[src/rtl/rabh_pkg.sv]
// shared constants and payload types for the row argmax bucket histogram
package rabh_pkg;

  localparam int unsigned ValueWidth = 32;
  localparam int unsigned PosWidth   = 7;
  localparam int unsigned IndexWidth = 5;
  localparam int unsigned CountWidth = 32;

  localparam logic [PosWidth-1:0]   PosMax   = 7'd127;
  localparam logic [CountWidth-1:0] CountMax = '1;

  typedef enum logic {
    OP_COLUMN = 1'b0,
    OP_CLEAR  = 1'b1
  } opcode_e;

  typedef struct packed {
    opcode_e               opcode;
    logic [ValueWidth-1:0] column_value;
    logic                  last_in_row;
  } in_item_t;

  typedef struct packed {
    logic [IndexWidth-1:0] bucket_index;
    logic [CountWidth-1:0] bucket_count;
    logic                  overflow;
  } out_item_t;

endpackage

[src/rtl/rabh_if.sv]
// valid/ready channel interfaces for input and result transactions
interface rabh_in_if;
  logic               valid;
  logic               ready;
  rabh_pkg::in_item_t data;

  modport source (output valid, output data, input ready);
  modport sink (input valid, input data, output ready);
endinterface

interface rabh_out_if;
  logic                valid;
  logic                ready;
  rabh_pkg::out_item_t data;

  modport source (output valid, output data, input ready);
  modport sink (input valid, input data, output ready);
endinterface

[src/rtl/rabh_counter_bank.sv]
// bucket counter memory with per-entry valid bits, forwarding and saturating increment
module rabh_counter_bank #(
  parameter int unsigned NUM_BUCKETS = 32,
  localparam int unsigned IW = (NUM_BUCKETS > 1) ? $clog2(NUM_BUCKETS) : 1
) (
  input  logic                              clk_i,
  input  logic                              rst_ni,
  input  logic                              en_i,
  input  logic                              clear_i,
  input  logic                              rd_en_i,
  input  logic [IW-1:0]                     rd_idx_i,
  input  logic                              upd_i,
  input  logic [IW-1:0]                     upd_idx_i,
  output logic [rabh_pkg::CountWidth-1:0]   count_o
);

  logic [rabh_pkg::CountWidth-1:0] mem [NUM_BUCKETS];
  logic [rabh_pkg::CountWidth-1:0] rd_q;
  logic [NUM_BUCKETS-1:0]          vld_q, vld_d;
  logic                            fwd_q, fwd_d;
  logic [IW-1:0]                   fwd_idx_q;
  logic [rabh_pkg::CountWidth-1:0] fwd_cnt_q;
  logic [rabh_pkg::CountWidth-1:0] old_cnt, new_cnt;
  logic                            wr;

  assign wr = en_i && upd_i;

  always_comb begin
    // last cycle's write is not yet visible in the registered read data
    if (fwd_q && (fwd_idx_q == upd_idx_i)) begin
      old_cnt = fwd_cnt_q;
    end else if (vld_q[upd_idx_i]) begin
      old_cnt = rd_q;
    end else begin
      old_cnt = '0;
    end
    new_cnt = (old_cnt == rabh_pkg::CountMax) ? old_cnt : old_cnt + 1'b1;
  end

  assign count_o = new_cnt;

  always_comb begin
    vld_d = vld_q;
    if (wr) begin
      vld_d[upd_idx_i] = 1'b1;
    end
    // clear belongs to a later transaction than the pending update
    if (en_i && clear_i) begin
      vld_d = '0;
    end
    fwd_d = en_i ? wr : fwd_q;
  end

  always_ff @(posedge clk_i or negedge rst_ni) begin
    if (!rst_ni) begin
      vld_q <= '0;
      fwd_q <= 1'b0;
    end else begin
      vld_q <= vld_d;
      fwd_q <= fwd_d;
    end
  end

  always_ff @(posedge clk_i) begin
    if (wr) begin
      mem[upd_idx_i] <= new_cnt;
      fwd_idx_q      <= upd_idx_i;
      fwd_cnt_q      <= new_cnt;
    end
    if (en_i && rd_en_i) begin
      rd_q <= mem[rd_idx_i];
    end
  end

endmodule

[src/rtl/row_argmax_bucket_histogram_core.sv]
// top level: row argmax tracking and bucket histogram output
//
//   channel  dir  payload                                    accepted when
//   in_i     in   opcode, column_value, last_in_row          valid && ready
//   out_o    out  bucket_index, bucket_count, overflow       valid && ready
//
// one transaction per cycle while the input is not stalled; a result leaves
// through the input register, counter read and result register after its row's last column.
// the counter memory read port sets the middle stage. reset clears row state
// and the counter valid bits at once. the input stalls only when a row result
// is waiting behind a result that the sink has not taken.
module row_argmax_bucket_histogram_core #(
  parameter int unsigned NUM_BUCKETS  = 32,
  parameter int unsigned LEAD_COLUMNS = 4
) (
  input  logic       clk_i,
  input  logic       rst_ni,
  rabh_in_if.sink    in_i,
  rabh_out_if.source out_o
);

  localparam int unsigned IW = (NUM_BUCKETS > 1) ? $clog2(NUM_BUCKETS) : 1;
  localparam int unsigned PW = rabh_pkg::PosWidth;
  localparam int unsigned VW = rabh_pkg::ValueWidth;

  logic en;

  // input register
  logic               a_vld_q;
  rabh_pkg::in_item_t a_q;

  // row state
  logic [VW-1:0] max_q, max_d;
  logic [IW-1:0] best_q, best_d;
  logic [PW-1:0] pos_q, pos_d;
  logic          ovf_q, ovf_d;

  // counter stage
  logic          b_res_q, b_ovf_q;
  logic [IW-1:0] b_idx_q;

  // result register
  logic                    out_vld_q;
  rabh_pkg::out_item_t     out_q;
  logic [rabh_pkg::CountWidth-1:0] count;

  logic          a_col, a_clr, a_res, is_feat, excess, wins, nan;
  logic [PW-1:0] feat;
  logic [IW-1:0] fin_idx;
  logic          fin_ovf;

  assign en       = !(b_res_q && out_vld_q && !out_o.ready);
  assign in_i.ready = en;

  always_comb begin
    a_col   = a_vld_q && (a_q.opcode == rabh_pkg::OP_COLUMN);
    a_clr   = a_vld_q && (a_q.opcode == rabh_pkg::OP_CLEAR);
    a_res   = a_col && a_q.last_in_row;
    is_feat = pos_q >= PW'(LEAD_COLUMNS);
    feat    = pos_q - PW'(LEAD_COLUMNS);
    excess  = (pos_q >= rabh_pkg::PosMax) || ({1'b0, feat} >= (PW + 1)'(NUM_BUCKETS));
    nan     = (a_q.column_value[30:23] == 8'hff) && (a_q.column_value[22:0] != '0);
    // running max is never negative, so magnitude order decides
    wins    = !a_q.column_value[31] && !nan && (a_q.column_value[30:0] > max_q[30:0]);

    max_d = max_q;
    best_d = best_q;
    ovf_d = ovf_q;
    if (is_feat) begin
      if (excess) begin
        ovf_d = 1'b1;
      end else if (wins) begin
        max_d  = a_q.column_value;
        best_d = IW'(feat);
      end
    end
    pos_d   = (pos_q == rabh_pkg::PosMax) ? pos_q : pos_q + 1'b1;
    fin_idx = best_d;
    fin_ovf = ovf_d;
  end

  always_ff @(posedge clk_i or negedge rst_ni) begin
    if (!rst_ni) begin
      a_vld_q   <= 1'b0;
      max_q     <= '0;
      best_q    <= '0;
      pos_q     <= '0;
      ovf_q     <= 1'b0;
      b_res_q   <= 1'b0;
      out_vld_q <= 1'b0;
    end else begin
      if (en) begin
        a_vld_q <= in_i.valid;
        b_res_q <= a_res;
        if (a_col) begin
          if (a_q.last_in_row) begin
            max_q  <= '0;
            best_q <= '0;
            pos_q  <= '0;
            ovf_q  <= 1'b0;
          end else begin
            max_q  <= max_d;
            best_q <= best_d;
            pos_q  <= pos_d;
            ovf_q  <= ovf_d;
          end
        end
      end
      if (en && b_res_q) begin
        out_vld_q <= 1'b1;
      end else if (out_o.ready) begin
        out_vld_q <= 1'b0;
      end
    end
  end

  always_ff @(posedge clk_i) begin
    if (en) begin
      a_q     <= in_i.data;
      b_idx_q <= fin_idx;
      b_ovf_q <= fin_ovf;
    end
    if (en && b_res_q) begin
      out_q.bucket_index <= 5'(b_idx_q);
      out_q.bucket_count <= count;
      out_q.overflow     <= b_ovf_q;
    end
  end

  rabh_counter_bank #(
    .NUM_BUCKETS(NUM_BUCKETS)
  ) u_bank (
    .clk_i    (clk_i),
    .rst_ni   (rst_ni),
    .en_i     (en),
    .clear_i  (a_clr),
    .rd_en_i  (a_res),
    .rd_idx_i (fin_idx),
    .upd_i    (b_res_q),
    .upd_idx_i(b_idx_q),
    .count_o  (count)
  );

  assign out_o.valid = out_vld_q;
  assign out_o.data  = out_q;

endmodule

[src/flat_wrapper.sv]
// flat-port wrapper written by rule: the top's interface ports become plain ports
module row_argmax_bucket_histogram_core_flat 
#(
  parameter int unsigned NUM_BUCKETS  = 32,
  parameter int unsigned LEAD_COLUMNS = 4
)
  (clk_i, rst_ni, in_i_valid, in_i_data, in_i_ready, out_o_valid, out_o_data, out_o_ready);
  rabh_in_if in_i_i ();
  rabh_out_if out_o_i ();
  input  logic clk_i;
  input  logic rst_ni;
  input wire logic [$bits(in_i_i.valid)-1:0] in_i_valid;
  input wire logic [$bits(in_i_i.data)-1:0] in_i_data;
  output wire logic [$bits(in_i_i.ready)-1:0] in_i_ready;
  output wire logic [$bits(out_o_i.valid)-1:0] out_o_valid;
  output wire logic [$bits(out_o_i.data)-1:0] out_o_data;
  input wire logic [$bits(out_o_i.ready)-1:0] out_o_ready;
  assign in_i_i.valid = in_i_valid;
  assign in_i_i.data = in_i_data;
  assign in_i_ready = in_i_i.ready;
  assign out_o_valid = out_o_i.valid;
  assign out_o_data = out_o_i.data;
  assign out_o_i.ready = out_o_ready;
  row_argmax_bucket_histogram_core #(.NUM_BUCKETS(NUM_BUCKETS), .LEAD_COLUMNS(LEAD_COLUMNS)) u_core (.clk_i(clk_i), .rst_ni(rst_ni), .in_i(in_i_i), .out_o(out_o_i));
endmodule
[config.mk]
export PLATFORM = sky130hd
export DESIGN_NAME = row_argmax_bucket_histogram_core_flat
export DESIGN_NICKNAME = d
export VERILOG_FILES = /design/src/rtl/rabh_pkg.sv /design/src/rtl/rabh_if.sv /design/src/rtl/rabh_counter_bank.sv /design/src/rtl/row_argmax_bucket_histogram_core.sv /design/src/flat_wrapper.sv
export SDC_FILE = /design/constraint.sdc
export NUM_CORES = 2
export LEC_CHECK = 0
export BUFFER_PORTS_ARGS = -buffer_cell sky130_fd_sc_hd__buf_4
export CORE_MARGIN = 2
export CORE_UTILIZATION = 45
export DETAILED_ROUTE_END_ITERATION = 6
export PLACE_DENSITY = 0.68
export SLEW_MARGIN = 10
export SYNTH_ARGS = -nofsm -noshare
export SYNTH_HDL_FRONTEND = slang
export SYNTH_SLANG_ARGS = --single-unit
[constraint.sdc]
create_clock -name clk_i -period 6.4 [get_ports clk_i]
set_input_delay 0.64 -clock clk_i [delete_from_list [all_inputs] [get_ports clk_i]]
set_output_delay 0.64 -clock clk_i [all_outputs]
set_load 0.02 [all_outputs]
Word level (Yosys, flattened, before mapping) --
Memories as Yosys holds them, arrays and structs flattened. A register that Yosys moved wholly into a read port is not among the register bits. Cells that the tools add are included.
Operators by class: $add $sub $neg 3, magnitude comparators 6, equality and inequality tests 6, multiplexer cells 26, bitwise operators 3, reductions and logical operators 26
Operators by type and width (number):
- 32-bit two-way mux | 5
- 31-bit two-way mux | 4
- 32-bit by 1-bit adder with 32-bit output (second input constant) | 1
- 32-bit == test (second input constant) | 1
- 32-bit OR | 1
- 31-bit > comparator | 1
- 23-bit nonzero test | 1
- 5-bit two-way mux | 4
- 7-bit two-way mux | 2
- 1-bit logical AND | 13
- 1-bit two-way mux | 9
- 8-bit == test (second input constant) | 1
- 2-bit nonzero test | 4
- 7-bit by 1-bit adder with 7-bit output (second input constant) | 1
- 7-bit == test (second input constant) | 1
- 7-bit by 3-bit greater-or-equal comparator with 1-bit output (second input constant) | 1
- 7-bit by 6-bit greater-or-equal comparator with 1-bit output (second input constant) | 1
- 7-bit greater-or-equal comparator (second input constant) | 1
- 7-bit by 3-bit subtractor with 7-bit output (second input constant) | 1
- 5-bit by 6-bit less-than comparator with 1-bit output (second input constant) | 1
- 1-bit binary-select mux with 5-bit select | 1
- 1-bit demux with 5-bit select | 1
- 5-bit == test | 1
- 5-bit by 1-bit greater-or-equal comparator with 1-bit output (second input constant) | 1
- other kinds (7) | 12
Word-level totals: register bits 158, bits in writable memories 1024, bits of input ports 38, output and inout port bits 40, memories 1
Memories:
- u_core.u_bank.mem | words 32, width 32, read ports 1, clocked after Yosys merged registers in 1, wr ports 1, line rabh_counter_bank.sv:17 | logic [rabh_pkg::CountWidth-1:0] mem [NUM_BUCKETS];

Longest topological paths before layout --
depth after elaboration 9, depth in mapped cells 18

By module --
Synthesis repeated with hierarchy kept, for this count alone.
Second synthesis, totals: cell total of the unflattened synthesis 2374, area, all modules 49432.4 µm²
Modules (own cells, without submodules):
- rabh_counter_bank | instances 1, cells each 1971, area an instance 44058.5 µm²
- row_argmax_bucket_histogram_core | instances 1, cells each 403, area an instance 5373.9 µm²

Worst setup path after synthesis --
OpenSTA, ideal clock, no wires.
kind register to register, from register u_core.b_idx_q[0], to register u_core.out_q (netlist bit u_core.out_o.data[15]), data pin, setup time 0.393 ns, data arrival time 4.383 ns, required time 6.007 ns, setup slack 1.625 ns, stages on the path, launching flop included 18, path buffers 4, period minus slack after synthesis 4.775 ns, cell sequence edfxtp_1 > buf_6 > xnor2_1 > nand4_1 > nor2_4 > buf_4 > clkbuf_1 > clkbuf_1 > nand2_1 > nand2_1 > ha_1 > and3_1 > a31oi_1 > nor3_1 > a21bo_2 > a21oi_1 > o22ai_1 > a22oi_1
Between the ends: longest elaborated chain between the ends 6
RTL lines:
- start: declaration | line row_argmax_bucket_histogram_core.sv:40 | logic [IW-1:0] b_idx_q;
- start signal: assignment | line row_argmax_bucket_histogram_core.sv:120 | b_idx_q <= fin_idx;
- 1-bit binary-select mux with 5-bit select | line rabh_counter_bank.sv:32 | end else if (vld_q[upd_idx_i]) begin
- 1-bit two-way mux (not written as such) | line rabh_counter_bank.sv:32
- 32-bit two-way mux | line rabh_counter_bank.sv:32
- 32-bit two-way mux * | line rabh_counter_bank.sv:30 | if (fwd_q && (fwd_idx_q == upd_idx_i)) begin
- 32-bit by 1-bit adder with 32-bit output or 32-bit == test (tied branches) | line rabh_counter_bank.sv:37 | new_cnt = (old_cnt == rabh_pkg::CountMax) ? old_cnt : old_cnt + 1'b1;
- 32-bit two-way mux * | line rabh_counter_bank.sv:37
- via u_core.count (one bit) | line row_argmax_bucket_histogram_core.sv:45 | logic [rabh_pkg::CountWidth-1:0] count;
- end: declaration | line row_argmax_bucket_histogram_core.sv:44 | rabh_pkg::out_item_t out_q;
Mark *: on every way through the listed nets, which the timed path passes. The rest lies on a longest branch. The select of a mux whose other input is x is not followed. A chain may end at the register's enable or synchronous reset.

Worst setup path in the final report --
from register u_core.a_q[11] in the netlist's numbering, to register u_core.u_bank.rd_q[17] in the netlist's numbering (read register of u_core.u_bank.mem), data pin
Between the ends: longest elaborated chain between the ends 8
RTL lines:
- start: declaration | line row_argmax_bucket_histogram_core.sv:30 | rabh_pkg::in_item_t a_q;
- start signal: assignment | line row_argmax_bucket_histogram_core.sv:119 | a_q <= in_i.data;
- parallel branches: the longest is 4 deep, another holds 31-bit > comparator
- 1-bit logical AND * | line row_argmax_bucket_histogram_core.sv:64 | wins = !a_q.column_value[31] && !nan && (a_q.column_value[30:0] > max_q[30:0]);
- 5-bit two-way mux * | line row_argmax_bucket_histogram_core.sv:72 | end else if (wins) begin
- 5-bit two-way mux * | line row_argmax_bucket_histogram_core.sv:70 | if (excess) begin
- 5-bit two-way mux * | line row_argmax_bucket_histogram_core.sv:69 | if (is_feat) begin
- end: declaration | line rabh_counter_bank.sv:18 | logic [rabh_pkg::CountWidth-1:0] rd_q;
Every way passes the cells marked *.

==> PnR_summary.wiki <==
{| class="wikitable"
! Metric !! Value
|-
| Clock insertion delay at the later pin of the skew report || 0.70 ns
|-
| Vias per Instance || 6.05
|-
| Number of max-cap violations || 0
|-
| DRC violation count after routing || 0
|-
| Unrepaired setup endpoints after global routing || no
|-
| Initial core utilization || 0.452
|-
| PwrDens || between 300 and 400 nW/um^2
|-
| Register Area || about 36000 um^2
|-
| Post-route antenna net violation count || 0
|-
| Clock sink total || 1214
|-
| Max frequency || between 150 and 200 MHz
|-
| Most common library cell in the layout ignoring fill and taps || edfxtp_1
|-
| Post-CTS setup buffer count || 0
|-
| Clock root cell || clkbuf_16
|-
| Maximum number of pins on one net before global-route repair || 100
|-
| Category of the most critical setup path || flip-flop to flip-flop
|-
| Clock transition time at the flip-flop clock pins of the worst setup and hold paths || 0.06 ns
|-
| Number of enable-type register cells in the synthesized netlist || 1134
|-
| Number of detailed-routing iterations run before antenna repair || 5
|-
| CTS max path bufs || 3
|-
| Dpl hpwl || 73200 um
|-
| Violation count after the first detailed-routing iteration || 2974
|-
| Horiz. Die Dim || 334 um
|-
| Grt ovf || 0
|-
| Slew at the pin closest to its max-slew limit || 1.23 ns
|-
| Post-synth top area cell || edfxtp_1
|-
| Total number of vias || 27200
|-
| Number of primary I/O pins || 78
|-
| Nets || about 3100
|-
| Syn. warnings || 0
|-
| Period minus WS final || 5.74 ns
|-
| Post-layout utilization of the core || 0.512
|-
| Fin cells || about 4500
|-
| Async set-reset flop share out of synthesis || 0.0659
|-
| Power, Total || 16900 uW
|-
| Sum Neg Setup Slack || 0 ns
|-
| First-pass GRT wire length || 183000 um
|-
| Detailed-route wire length || 127000 um
|-
| Top_reg_cell synth || edfxtp_1
|-
| Net Count, Synth || 2925
|-
| Static leakage power || 0.0214 uW
|-
| CP arrival || 6.17 ns
|-
| Synthesized area divided by synthesized cell count || about 17 um^2
|-
| Number of hold violations in the final report || 0
|-
| Number of placed instances with taps included || 4280
|-
| Tightest slew margin relative to the limit || 0.183
|-
| Clock tree from TritonCTS || built
|-
| Top cell type's share of synthesized area || 0.694
|-
| Origin of the critical flop-to-flop path || u_core.a_q[11]
|-
| Share of the cycle needed by the critical path after routing || 0.898
|-
| Hold-fix buffer count after cts || 0
|-
| Row count || 121
|-
| Area of the die || 112000 um^2
|-
| Global Route Usage Sum || 0.224
|-
| Timing startpoint of the critical path || u_core.a_q[11]
|-
| Nature of the critical path endpoint || flip-flop
|-
| Post-synthesis sequential area ratio || 0.735
|-
| Drt wl/cell || around 28 um
|-
| Via count of the first global-routing pass || 27300
|-
| Synthesized flop and latch total || 1214
|-
| Run status || completed
|-
| Post-synth design cell area || 49100 um^2
|-
| Area of combinational cells with multiple inputs || 12600 um^2
|-
| Most area-consuming cells after synthesis || edfxtp_1 (69%), mux2i_1 (9.1%), dfrtp_1 (4.1%)
|-
| Worst ir drop on vdd || around 0.00023 V
|-
| Critical Path RT || 6.82 ns
|-
| H-tree depth reported by CTS || 3
|-
| Number of inserted diodes || 0
|-
| Port bufs || 77
|-
| Count of filler cells inserted in the layout || between 8000 and 9000
|-
| Most frequent cells in the layout || edfxtp_1 (1134), mux2i_1 (448), nand2_1 (179)
|-
| Synth cell types || 79
|-
| Maximum fanout count along the critical path || 32
|-
| Die Height || 334 um
|-
| Kind of start point of the critical path || flip-flop
|-
| Fraction of final layout cells sized beyond drive strength 1 || 0.168
|-
| Worst hold-check path type || input pin to flip-flop
|-
| Total count of max-transition violations in the final report || 0
|-
| CTS resizes || 0
|-
| Count of endpoints failing setup in the final report || 0
|-
| Standard cell core area || 109000 um^2
|-
| Worst Clk Skew || around 0.037 ns
|-
| Antenna violations before repair || 1
|-
| Placer congestion estimate || between 0.8 and 0.9
|-
| CTS buffer count || 119
|-
| Gate Count Post-Synth || 2850
|-
| Area grow syn2layout || 13.3%
|-
| Startpoint of the lowest-slack hold path || in_i_data[6]
|}
==> sequential cells by signal, indices dropped and copies added (netlist names) <==
| signal | cells |
|---|---|
| u_core.a_q | 34 |
| u_core.a_vld_q | 1 |
| u_core.b_idx_q | 5 |
| u_core.b_ovf_q | 1 |
| u_core.b_res_q | 1 |
| u_core.best_q | 5 |
| u_core.max_q | 31 |
| u_core.out_o.data | 38 |
| u_core.out_o.valid | 1 |
| u_core.ovf_q | 1 |
| u_core.pos_q | 7 |
| u_core.u_bank.fwd_q | 1 |
| u_core.u_bank.mem | 1024 |
| u_core.u_bank.rd_q | 32 |
| u_core.u_bank.vld_q | 32 |
==> layout make-up <==
type                       instances  share of cell area
inverter                          48             0.00326
sequential                      1214               0.648
clock buffer                     151              0.0570
timing repair buffer             162              0.0230
tap                             1414              0.0318
clock inverter                    72              0.0109
multi-input combinational       1442               0.226
==> through the flow <==
step / setup WS [ns] / hold slack (ns) / instance area, um^2
after floorplan: 1.62 / 0.344 / 49100
after global placement: 1.02 / 0.406 / 51700
after detailed placement: 0.762 / 0.405 / 51700
after CTS: 0.752 / 0.0752 / 55500
final: 0.655 / 0.111 / 55600
after global routing: 0.327 / 0.0911 / 55600
==> worst max-delay path, cell delays in order (launching register included) <==
cell	delay [ns]
edfxtp_1	0.44
ha_1	0.32
a21o_1	0.17
a22o_1	0.22
nor3b_1	0.28
a221oi_2	0.14
o21ai_2	0.79
mux2i_4	0.86
clkinv_2	0.62
nand2_2	1.00
a21oi_1	0.08
nor4_1	0.35
a211oi_2	0.14
==> logic make-up (layout without fill, tap and decap cells) <==
| logic type | after synthesis | in the layout | share of synthesized area |
|---|---|---|---|
| muxes | 526 | 526 | 0.126 |
| and+or+nand+nor | 434 | 434 | 0.0434 |
| AOI/OAI and AO/OA | 411 | 411 | 0.0583 |
| adders and majority gates | 37 | 37 | 0.00943 |
| DFF | 1214 | 1214 | 0.735 |
| buffers and inverters | 194 | 433 | 0.0223 |
| xor gates and xnor gates | 34 | 34 | 0.00607 |
==> power by group <==
group / internal, uW / switching [uW] / total, uW / leakage [uW]
sequential: 9030 / 89.6 / 9120 / 0.0116
clock: 3850 / 2920 / 6780 / 0.00184
combinational: 308 / 719 / 1030 / 0.00792
total: 13200 / 3730 / 16900 / 0.0214
==> synthesized netlist by cell type (all sizes together), types with 6 or more instances <==
library cell	n
edfxtp	1134
mux2i	449
nand2	185
a21oi	100
o22ai	97
buf	88
dfrtp	80
mux4	72
nor2	71
clkbuf	58
inv	48
a22oi	45
a22o	42
nor4	42
ha	37
nand3	35
o21a	34
a211oi	32
nand4	25
and3	19
xnor2	19
o21ai	18
nor3	16
xor2	15
a31oi	7
nand3b	7
nor3b	6
==> per-layer routing <==
layer	global-route usage	share of wire	vias to the layer above
met5	0	0.00016	-
met3	0.0435	0.086	257
met1	0.300	0.40	14100
li1	-	-	11600
met4	0.0903	0.039	2
met2	0.361	0.48	1253
==> path summary, 6_finish.rpt <==
| kind | slack (ns) | depth (start not counted) | to |
|---|---|---|---|
| min in group asynchronous | 0.14 | 1 | u_core.max_q[25] |
| max in group asynchronous | 5.54 | 1 | u_core.u_bank.vld_q[26] |
| worst min register to register | 0.39 | 0 | u_core.out_o.data[0] |
| worst max-delay path | 0.66 | 12 | u_core.u_bank.rd_q[17] |
| worst max register to register | 0.66 | 12 | u_core.u_bank.rd_q[17] |
| worst min-delay path | 0.11 | 1 | u_core.a_q[6] |
Power figures use the tool's default switching activity.
